==> src/hdl/dtq_pkg.sv <==
// ============================================================================
// dtq_pkg
// Shared types and constants for the deadline timer queue.
// ============================================================================
package dtq_pkg;

    // Field widths
    localparam int TIME_BITS       = 48;
    localparam int ID_BITS         = 8;
    localparam int IN_DATA_BITS    = 104;   // id + deadline + now_time
    localparam int OUT_DATA_BITS   = 56;    // id + deadline

    // Table sizing
    localparam int QUEUE_DEPTH_DEF = 16;
    localparam int MAX_RESULTS     = 16;
    localparam int CNT_BITS        = $clog2(MAX_RESULTS);

    // Input kind (tuser on the slave side)
    typedef enum logic {
        OP_INSERT = 1'b0,
        OP_TICK   = 1'b1
    } t_op;

    // Result status (tuser on the master side)
    typedef enum logic [1:0] {
        ST_ACCEPTED = 2'd0,
        ST_FULL     = 2'd1,
        ST_EXPIRED  = 2'd2,
        ST_NONE_DUE = 2'd3
    } t_status;

    // Controller states
    typedef enum logic {
        S_IDLE = 1'b0,
        S_TICK = 1'b1
    } t_state;

    // Controller -> datapath commands
    typedef struct packed {
        logic    insert;     // sorted insert of the incoming timer
        logic    pop;        // remove head, shift table down
        logic    latch_now;  // capture tick time
        logic    load_out;   // load output register
        t_status status;
        logic    last;
    } t_cmd;

    // Datapath -> controller status
    typedef struct packed {
        logic full;      // last slot occupied
        logic due0;      // head is due
        logic due1;      // entry behind head is due
        logic out_free;  // output register can take a beat
    } t_sts;

endpackage

==> src/hdl/dtq_ctrl.sv <==
// ============================================================================
// dtq_ctrl
// Controller: accepts beats, sequences inserts and tick drains.
// ============================================================================
module dtq_ctrl (
    input  logic           i_clk,
    input  logic           i_rst_n,
    input  logic           i_in_valid,
    input  logic           i_in_op,
    input  dtq_pkg::t_sts  i_sts,
    output logic           o_in_ready,
    output dtq_pkg::t_cmd  o_cmd
);

    dtq_pkg::t_state               r_state, n_state;
    logic [dtq_pkg::CNT_BITS-1:0]  r_cnt, n_cnt;
    logic                          w_accept;
    logic                          w_last_exp;
    dtq_pkg::t_op                  w_op;

    assign w_op       = dtq_pkg::t_op'(i_in_op);
    assign o_in_ready = (r_state == dtq_pkg::S_IDLE) && i_sts.out_free;
    assign w_accept   = i_in_valid && o_in_ready;

    // Final expired beat: nothing more due or emit limit reached
    assign w_last_exp = !i_sts.due1 ||
                        (r_cnt == dtq_pkg::CNT_BITS'(dtq_pkg::MAX_RESULTS - 1));

    // Next state
    always_comb begin
        n_state = r_state;
        n_cnt   = r_cnt;
        case (r_state)
            dtq_pkg::S_IDLE: begin
                if (w_accept && w_op == dtq_pkg::OP_TICK) begin
                    n_state = dtq_pkg::S_TICK;
                    n_cnt   = '0;
                end
            end
            dtq_pkg::S_TICK: begin
                if (i_sts.out_free) begin
                    if (!i_sts.due0 || w_last_exp) begin
                        n_state = dtq_pkg::S_IDLE;
                    end
                    n_cnt = r_cnt + 1'b1;
                end
            end
            default: begin
                n_state = dtq_pkg::S_IDLE;
            end
        endcase
    end

    // Outputs
    always_comb begin
        o_cmd = '{insert: 1'b0, pop: 1'b0, latch_now: 1'b0, load_out: 1'b0,
                  status: dtq_pkg::ST_ACCEPTED, last: 1'b1};
        case (r_state)
            dtq_pkg::S_IDLE: begin
                if (w_accept) begin
                    if (w_op == dtq_pkg::OP_INSERT) begin
                        o_cmd.load_out = 1'b1;
                        o_cmd.insert   = !i_sts.full;
                        o_cmd.status   = i_sts.full ? dtq_pkg::ST_FULL
                                                    : dtq_pkg::ST_ACCEPTED;
                    end else begin
                        o_cmd.latch_now = 1'b1;
                    end
                end
            end
            dtq_pkg::S_TICK: begin
                if (i_sts.out_free) begin
                    o_cmd.load_out = 1'b1;
                    if (i_sts.due0) begin
                        o_cmd.pop    = 1'b1;
                        o_cmd.status = dtq_pkg::ST_EXPIRED;
                        o_cmd.last   = w_last_exp;
                    end else begin
                        o_cmd.status = dtq_pkg::ST_NONE_DUE;
                    end
                end
            end
            default: begin
            end
        endcase
    end

    // State registers
    always_ff @(posedge i_clk) begin
        if (!i_rst_n) begin
            r_state <= dtq_pkg::S_IDLE;
            r_cnt   <= '0;
        end else begin
            r_state <= n_state;
            r_cnt   <= n_cnt;
        end
    end

endmodule

==> src/hdl/dtq_datapath.sv <==
// ============================================================================
// dtq_datapath
// Sorted cell chain of timers, tick time register and output register.
// ============================================================================
module dtq_datapath #(
    parameter int QUEUE_DEPTH = dtq_pkg::QUEUE_DEPTH_DEF
) (
    input  logic                             i_clk,
    input  logic                             i_rst_n,
    input  dtq_pkg::t_cmd                    i_cmd,
    input  logic [dtq_pkg::ID_BITS-1:0]      i_timer_id,
    input  logic [dtq_pkg::TIME_BITS-1:0]    i_deadline,
    input  logic [dtq_pkg::TIME_BITS-1:0]    i_now_time,
    input  logic                             i_out_ready,
    output dtq_pkg::t_sts                    o_sts,
    output logic                             o_out_valid,
    output dtq_pkg::t_status                 o_out_status,
    output logic [dtq_pkg::ID_BITS-1:0]      o_out_id,
    output logic [dtq_pkg::TIME_BITS-1:0]    o_out_deadline,
    output logic                             o_out_last
);

    localparam int TB = dtq_pkg::TIME_BITS;
    localparam int IB = dtq_pkg::ID_BITS;

    // Cell storage
    logic [TB-1:0]          r_dl [QUEUE_DEPTH];
    logic [IB-1:0]          r_id [QUEUE_DEPTH];
    logic [QUEUE_DEPTH-1:0] r_valid;
    logic [TB-1:0]          n_dl [QUEUE_DEPTH];
    logic [IB-1:0]          n_id [QUEUE_DEPTH];
    logic [QUEUE_DEPTH-1:0] n_valid;

    // Neighbor views: up = cell g-1, dn = cell g+1
    logic [TB-1:0]          w_up_dl [QUEUE_DEPTH];
    logic [IB-1:0]          w_up_id [QUEUE_DEPTH];
    logic [QUEUE_DEPTH-1:0] w_up_valid;
    logic [QUEUE_DEPTH-1:0] w_up_place;
    logic [TB-1:0]          w_dn_dl [QUEUE_DEPTH];
    logic [IB-1:0]          w_dn_id [QUEUE_DEPTH];
    logic [QUEUE_DEPTH-1:0] w_dn_valid;
    logic [QUEUE_DEPTH-1:0] w_place;

    logic [TB-1:0]          r_now;

    logic                   r_out_valid;
    dtq_pkg::t_status       r_out_status;
    logic [IB-1:0]          r_out_id;
    logic [TB-1:0]          r_out_dl;
    logic                   r_out_last;

    // Per-cell compare: new timer goes at or before this cell
    genvar g;
    generate
        for (g = 0; g < QUEUE_DEPTH; g++) begin : g_cell
            assign w_place[g] = !r_valid[g] || (r_dl[g] > i_deadline);
            if (g == 0) begin : g_head
                assign w_up_dl[g]    = '0;
                assign w_up_id[g]    = '0;
                assign w_up_valid[g] = 1'b1;
                assign w_up_place[g] = 1'b0;
            end else begin : g_body
                assign w_up_dl[g]    = r_dl[g-1];
                assign w_up_id[g]    = r_id[g-1];
                assign w_up_valid[g] = r_valid[g-1];
                assign w_up_place[g] = w_place[g-1];
            end
            if (g == QUEUE_DEPTH - 1) begin : g_tail
                assign w_dn_dl[g]    = r_dl[g];
                assign w_dn_id[g]    = r_id[g];
                assign w_dn_valid[g] = 1'b0;
            end else begin : g_inner
                assign w_dn_dl[g]    = r_dl[g+1];
                assign w_dn_id[g]    = r_id[g+1];
                assign w_dn_valid[g] = r_valid[g+1];
            end
        end
    endgenerate

    // Next cell contents: shift up on insert, shift down on pop
    always_comb begin
        for (int i = 0; i < QUEUE_DEPTH; i++) begin
            n_dl[i]    = r_dl[i];
            n_id[i]    = r_id[i];
            n_valid[i] = r_valid[i];
            if (i_cmd.insert) begin
                if (w_place[i]) begin
                    if (w_up_place[i]) begin
                        n_dl[i] = w_up_dl[i];
                        n_id[i] = w_up_id[i];
                    end else begin
                        n_dl[i] = i_deadline;
                        n_id[i] = i_timer_id;
                    end
                end
                n_valid[i] = r_valid[i] | w_up_valid[i];
            end else if (i_cmd.pop) begin
                n_dl[i]    = w_dn_dl[i];
                n_id[i]    = w_dn_id[i];
                n_valid[i] = w_dn_valid[i];
            end
        end
    end

    // Valid bits
    always_ff @(posedge i_clk) begin
        if (!i_rst_n) begin
            r_valid <= '0;
        end else begin
            r_valid <= n_valid;
        end
    end

    // Cell payload and tick time
    always_ff @(posedge i_clk) begin
        for (int i = 0; i < QUEUE_DEPTH; i++) begin
            r_dl[i] <= n_dl[i];
            r_id[i] <= n_id[i];
        end
        if (i_cmd.latch_now) begin
            r_now <= i_now_time;
        end
    end

    // Output register control
    always_ff @(posedge i_clk) begin
        if (!i_rst_n) begin
            r_out_valid <= 1'b0;
        end else if (i_cmd.load_out) begin
            r_out_valid <= 1'b1;
        end else if (i_out_ready) begin
            r_out_valid <= 1'b0;
        end
    end

    // Output register payload
    always_ff @(posedge i_clk) begin
        if (i_cmd.load_out) begin
            r_out_status <= i_cmd.status;
            r_out_last   <= i_cmd.last;
            r_out_id     <= i_cmd.pop ? r_id[0] : '0;
            r_out_dl     <= i_cmd.pop ? r_dl[0] : '0;
        end
    end

    // Status to controller
    assign o_sts.full     = r_valid[QUEUE_DEPTH-1];
    assign o_sts.due0     = r_valid[0] && (r_dl[0] <= r_now);
    assign o_sts.due1     = r_valid[1] && (r_dl[1] <= r_now);
    assign o_sts.out_free = !r_out_valid || i_out_ready;

    assign o_out_valid    = r_out_valid;
    assign o_out_status   = r_out_status;
    assign o_out_id       = r_out_id;
    assign o_out_deadline = r_out_dl;
    assign o_out_last     = r_out_last;

endmodule

==> src/hdl/deadline_timer_queue.sv <==
// Insert: result beat is registered on accept; a new beat waits until the output is free.
// Tick: the time is captured first, then the head cell emits one expired timer per cycle
//   while the output is free, up to 16 per tick, or a none-due beat if none is due.
// Rate is set by the sorted chain's head cell: one timer per cycle while output is free.
// Reset (synchronous, active low) empties the table and the output register at once.
// Stored deadlines and handles are not cleared; only occupied cells are ever read.
// ============================================================================
// deadline_timer_queue
// Timer table kept sorted by deadline; emits due timers in order on a tick.
// ============================================================================
module deadline_timer_queue #(
    parameter int QUEUE_DEPTH = dtq_pkg::QUEUE_DEPTH_DEF
) (
    input  logic                                i_clk,
    input  logic                                i_rst_n,
    // Slave side
    input  logic                                i_s_axis_tvalid,
    output logic                                o_s_axis_tready,
    // tdata: [7:0] timer_id, [55:8] deadline, [103:56] now_time
    input  logic [dtq_pkg::IN_DATA_BITS-1:0]    i_s_axis_tdata,
    // tuser: [0] op
    input  logic                                i_s_axis_tuser,
    // Master side
    output logic                                o_m_axis_tvalid,
    input  logic                                i_m_axis_tready,
    // tdata: [7:0] expired_id, [55:8] expired_deadline
    output logic [dtq_pkg::OUT_DATA_BITS-1:0]   o_m_axis_tdata,
    // tuser: [1:0] status
    output logic [1:0]                          o_m_axis_tuser,
    output logic                                o_m_axis_tlast
);

    localparam int TB = dtq_pkg::TIME_BITS;
    localparam int IB = dtq_pkg::ID_BITS;

    dtq_pkg::t_cmd     w_cmd;
    dtq_pkg::t_sts     w_sts;
    dtq_pkg::t_status  w_out_status;
    logic [IB-1:0]     w_out_id;
    logic [TB-1:0]     w_out_dl;

    // Controller
    dtq_ctrl u_ctrl (
        .i_clk      (i_clk),
        .i_rst_n    (i_rst_n),
        .i_in_valid (i_s_axis_tvalid),
        .i_in_op    (i_s_axis_tuser),
        .i_sts      (w_sts),
        .o_in_ready (o_s_axis_tready),
        .o_cmd      (w_cmd)
    );

    // Datapath
    dtq_datapath #(
        .QUEUE_DEPTH (QUEUE_DEPTH)
    ) u_datapath (
        .i_clk          (i_clk),
        .i_rst_n        (i_rst_n),
        .i_cmd          (w_cmd),
        .i_timer_id     (i_s_axis_tdata[IB-1:0]),
        .i_deadline     (i_s_axis_tdata[IB+TB-1:IB]),
        .i_now_time     (i_s_axis_tdata[IB+2*TB-1:IB+TB]),
        .i_out_ready    (i_m_axis_tready),
        .o_sts          (w_sts),
        .o_out_valid    (o_m_axis_tvalid),
        .o_out_status   (w_out_status),
        .o_out_id       (w_out_id),
        .o_out_deadline (w_out_dl),
        .o_out_last     (o_m_axis_tlast)
    );

    // Result beat packing
    assign o_m_axis_tdata = {w_out_dl, w_out_id};
    assign o_m_axis_tuser = w_out_status;

endmodule
==> config.mk <==
export PLATFORM = sky130hd
export DESIGN_NAME = deadline_timer_queue
export DESIGN_NICKNAME = d
export VERILOG_FILES = /design/src/hdl/dtq_pkg.sv /design/src/hdl/dtq_ctrl.sv /design/src/hdl/dtq_datapath.sv /design/src/hdl/deadline_timer_queue.sv
export SDC_FILE = /design/constraint.sdc
export NUM_CORES = 2
export LEC_CHECK = 0
export BUFFER_PORTS_ARGS = -buffer_cell sky130_fd_sc_hd__buf_2
export CORE_MARGIN = 5
export CORE_UTILIZATION = 40
export CTS_CLUSTER_SIZE = 40
export DETAILED_ROUTE_END_ITERATION = 16
export PLACE_DENSITY = 0.6
export SKIP_LAST_GASP = 1
export SLEW_MARGIN = 25
export SYNTH_ARGS = -nofsm -noshare
export SYNTH_HDL_FRONTEND = slang
export SYNTH_SLANG_ARGS = --single-unit
==> constraint.sdc <==
create_clock -name i_clk -period 12.2 [get_ports i_clk]
set_input_delay 1.22 -clock i_clk [delete_from_list [all_inputs] [get_ports i_clk]]
set_output_delay 1.22 -clock i_clk [all_outputs]
set_load 0.02 [all_outputs]
Yosys cells after proc, flatten, opt, wreduce, memory -nomap -nowiden
Memory sizes are Yosys's and may differ from the RTL's.
Index checks and enable logic that the tools add are counted.
Word-level totals
  register bits after elaboration: 129
  bits in writable memories: 896
  input port bits: 109
  output and inout port bits: 61
  word-level logic and storage cells: 276
  memories: 2
Memory list
  u_datapath.r_dl: words 16, width 48, rd ports 16, clocked after memory_dff 0, write ports 16, line dtq_datapath.sv:27  | logic [TB-1:0] r_dl [QUEUE_DEPTH];
  u_datapath.r_id: words 16, width 8, rd ports 16, clocked after memory_dff 0, write ports 16, line dtq_datapath.sv:28  | logic [IB-1:0] r_id [QUEUE_DEPTH];
Operators by class
  $add $sub $neg: 1
  $lt $le $gt $ge: 18
  equality and inequality tests: 3
  mux-type cells: 180
  bitwise operators: 16
  reductions and logical operators: 47
Operators by type and width (number)
  2-to-1 mux 48 bit: 62
  greater-than comparator 48 bit: 16
  2-to-1 mux 8 bit: 62
  <= comparator 48 bit: 2
  2-to-1 mux 1 bit: 48
  zero test 1 bit: 19
  logical OR 1 bit: 19
  2-to-1 mux 4 bit: 4
  bitwise OR 1 bit: 15
  one-hot mux 4 bit (2 select lines): 1
  one-hot mux 3 bit (2 select lines): 1
  logical AND 1 bit: 5
  adder 4 x 1 -> 4 bit (second input constant): 1
  == test 4 bit (second input constant): 1
  nonzero test 2 bit: 2
  2-to-1 mux 3 bit: 1
  AND reduction 3 bit: 1
  inequality test 2 x 1 -> 1 bit (second input constant): 1
  inequality test 2 bit (second input constant): 1
  one-hot mux 1 bit (2 select lines): 1
  AND reduction 2 bit: 1
  NOT 1 bit: 1

Depth between registers and ports, before layout
An unclocked memory read counts as a cell.
  depth after elaboration: 9
  depth in mapped cells: 15
  gate-level depth less buffers: 10

Cells and area by module
Synthesis repeated with hierarchy kept, for this count alone.
Second synthesis, totals
  cell total of the unflattened synthesis: 7328
  area, all modules: 73066.3 um2
Modules (own cells, without submodules)
  dtq_datapath: instances 1, cells each 7286, area each 72712.2 um2, sequential area each 30459.2 um2
  dtq_ctrl: instances 1, cells each 42, area each 354.1 um2, sequential area each 100.1 um2

Worst setup path after synthesis
OpenSTA, ideal clock, no wires.
  path kind: input to register
  from: in i_s_axis_tdata[21] (netlist name)
  to: mem u_datapath.r_dl[10][0] (netlist name), enable pin
  setup time: 0.553 ns
  arrival time: 7.890 ns
  data required time: 11.647 ns
  setup slack: 3.756 ns
  cell stages on the path: 12
  path buffers: 4
  path through: clkbuf_1 clkbuf_1 inv_1 ha_1 nand4_1 nor4_1 o21ai_1 and4b_1 o211a_1 buf_2 clkbuf_1 o31ai_1
RTL lines
  from (decl): line deadline_timer_queue.sv:20  | input logic [dtq_pkg::IN_DATA_BITS-1:0] i_s_axis_tdata,
  to (decl): line dtq_datapath.sv:27

==> results.ini <==
[route]
vias=60300
drc_errors=0
wl_mm=264
viasPerCell=6.56
drtPass1Iterations=6
drtIter0Drc=7628
ant_nets=0
met1_length_mm=103
route.met3.wl_mm=29.2
highest_layer=met5
wl_per_cell_um=28.7
met2_length_mm=119

[die]
die_y_um=425
core_um2=172000
die_width_um=425
pin_count=170
die-area_um2=181000
core.rowCount=152
start_util_pct=40.2

[critical_path]
slowest_stage=nor3_1
start_kind=input pin
critPathCaptureType=flip-flop
cp_common_cell=buf_4
path_class=in2reg
cp_num_buf_inv=6
crit_fanout=57
cp_data_required_time_ns=12.58
cpPeakStageDelay_ns=0.79
critPathTopFamily=buffers and inverters
worstPathCellList=buf_2 -> inv_1 -> ha_1 -> a21oi_1 -> o21ai_0 -> a21oi_1 -> nor3_1 -> nor4_1 -> buf_4 -> a211o_2 -> buf_4 -> nand2_2 -> buf_4 -> a21o_2 -> buf_4
cp.arrival_ns=7.21

[power]
p_int_w=0.00692
power_switching_w=0.00313
p_seq_share_pct=43.6
swShare_pct=31.1
peakVddDrop_mv=0.115
p_leak_nw=28.1
p_comb_share_pct=18.7
cellPowerDensity_nw_per_um2=133
pwr-share-clk_pct=37.7

[run_status]
status=complete, no violations

[cells_and_area]
syn_to_final_growth_pct=9.65
drive_gt1_share_pct=10.4
final_cell_mix=nor2_1 (1,212), edfxtp_1 (1,003), a21oi_1 (952)
num-nets-final=7688
fin_area_um2=75600
layout_commonest_cell=nor2_1

[min_path]
hp-class=reg2reg

[cts]
cts_hold_buf=0
htree_levels=3
clockBufferDepth=3
clock_latency_ns=0.78
cts_tree=done
cts.repair.resized=0
cts_buffers=119
clkTransAtPathRegs_ns=0.06
cts_root_buffer=clkbuf_16
clock_sinks=1025
cts_setup_buffers=0

[sta]
maxSlewHeadroom_pct=19.0
period_share_pct=56.0
finClkSkew_ns=0.0416
rsz0062_at_grt=false
hold_violations=0
min_period_ns=6.83
finalSetupViolations=0
drv_slew=0
fin_ws_ns=5.37
timing.fmax_mhz=146
worst_pin_slew_ns=1.20
fin_setup_tns_ns=0

[placed_design]
placed_cell_area_um2=71500
dp.final_hpwl_mm=175
pre_cts_ws_ns=4.82
gp_congestion=0.951
port_buffers=169

[yosys]
syn_area_per_cell_um2=9.91
ys_ff_latch=1025
yosysWarnings=0
synth_edf_count=1003
yosysSeqAreaShare_pct=44.3
syn_area_um2=68900
synth_cells=6957
synth_ff_type=edfxtp_1
ys_async_sr_fraction_pct=0
ys_types=68
synth_fp_nets=7883

[global_route]
grt-ovfl-total=0
grt_pass1_vias=58200
antenna_found_initial=32
grt_usage_pct=27.7
grt_max_degree=174
grt_pass1_wl_mm=381

[flow_run]
max_cap_violations=0

-- cells in the mapped netlist, drive strengths merged (13+ instances only) --
master,number,area (µm²)
o21ai,302,1510
a21oi,952,4760
nor3,19,100
o221a,71,800
nand4,155,970
buf,193,1100
a21o,90,676
nor2,1221,4580
clkbuf,418,1570
nand2,330,1240
a221o,15,150
ha,817,10200
nand3,40,200
o31ai,13,97.6
o211ai,20,175
o22ai,56,350
nor4,41,282
a31oi,123,776
edfxtp,1003,30100
a211oi,17,128
dfxtp,22,440
nor2b,48,300
o32ai,504,4410
and2,69,432
a221oi,176,2100
inv,137,517
o21a,17,128
-- worst reg2reg max path, stage by stage, from the launching register on --
cell      delay (ns)
edfxtp_1        0.64
ha_1            0.44
nand2_1         0.06
o21ai_0         0.32
a21oi_1         0.13
nor3_1          0.79
nor4_1          0.15
buf_4           0.18
a211o_2         0.31
buf_4           0.42
nand2_2         0.49
buf_4           0.77
a21o_2          0.30
buf_4           0.73
-- power by group through the flow --
stage | Combinational [W] | Clock (W) | Sequential, W
finish | 0.00188 | 0.00379 | 0.00439
global placement | 0.00177 | 0 | 0.00444
detailed placement | 0.00182 | 0 | 0.00445
global route | 0.00203 | 0.00396 | 0.00440
CTS | 0.00183 | 0.00382 | 0.00437
floorplan | 0.00123 | 0 | 0.00436
-- kinds of logic (layout without fill, tap and decap cells) --
logic type | count (synthesis) | after routing | synth area share [%]
other cells | 0 | 15 | 0
xor+xnor | 2 | 2 | 0.0254
flops | 1025 | 1025 | 44.3
simple gates | 1951 | 1951 | 12.1
mux | 9 | 9 | 0.131
buf+inv | 748 | 658 | 4.62
compound gates | 2405 | 2405 | 24.0
fa+ha+maj | 817 | 817 | 14.8
-- per-layer routing --
layer	global-route usage, %	vias to the layer above
met3	7.42	614
met2	43.6	3367
met5	0	-
met1	35.5	29700
met4	13.5	14
li1	-	26600
-- stage by stage --
step,hold WS [ns],util [%],power [W],std cells
floorplan,0.461,-,0.00559,6957
global placement,0.477,41.6,0.00621,8948
detailed placement,0.492,41.7,0.00627,8950
CTS,0.505,44.0,0.0100,9176
global route,0.525,44.1,0.0104,9186
finish,0.504,44.1,0.0101,9192
-- state kept, by name, indices dropped and copies added (netlist names) --
name	cells
u_datapath.r_dl	768
u_datapath.r_id	128
u_datapath.o_out_deadline	48
u_datapath.r_now	48
u_datapath.r_valid	16
u_datapath.o_out_id	8
u_ctrl.r_cnt	4
u_datapath.o_out_status	2
u_ctrl.r_state	1
u_datapath.o_out_last	1
u_datapath.o_out_valid	1
-- area by class of cell --
class                      instances  area (µm²)
antenna                           15        37.5
clock buffer                     149        3180
clock inverter                    77         847
fill                           16500       95900
inverter                         137         532
multi-input combinational       5184       35700
sequential                      1025       30600
tap                             2310        2890
timing repair buffer             295        1890
-- path summary, 6_finish.rpt --
path	start	endpoint	slack, ns	depth (start not counted)
worst max-delay path	i_s_axis_tdata[25]	u_datapath.r_dl[1][16]$_DFFE_PP_	5.37	15
worst max register to register	u_datapath.r_dl[1][19]$_DFFE_PP_	u_datapath.r_dl[1][16]$_DFFE_PP_	5.98	13
worst min-delay path	u_ctrl.r_cnt[1]$_SDFFE_PN0P_	u_ctrl.r_cnt[1]$_SDFFE_PN0P_	0.50	2
worst min register to register	u_ctrl.r_cnt[1]$_SDFFE_PN0P_	u_ctrl.r_cnt[1]$_SDFFE_PN0P_	0.50	2
Power figures use the tool's default switching activity.
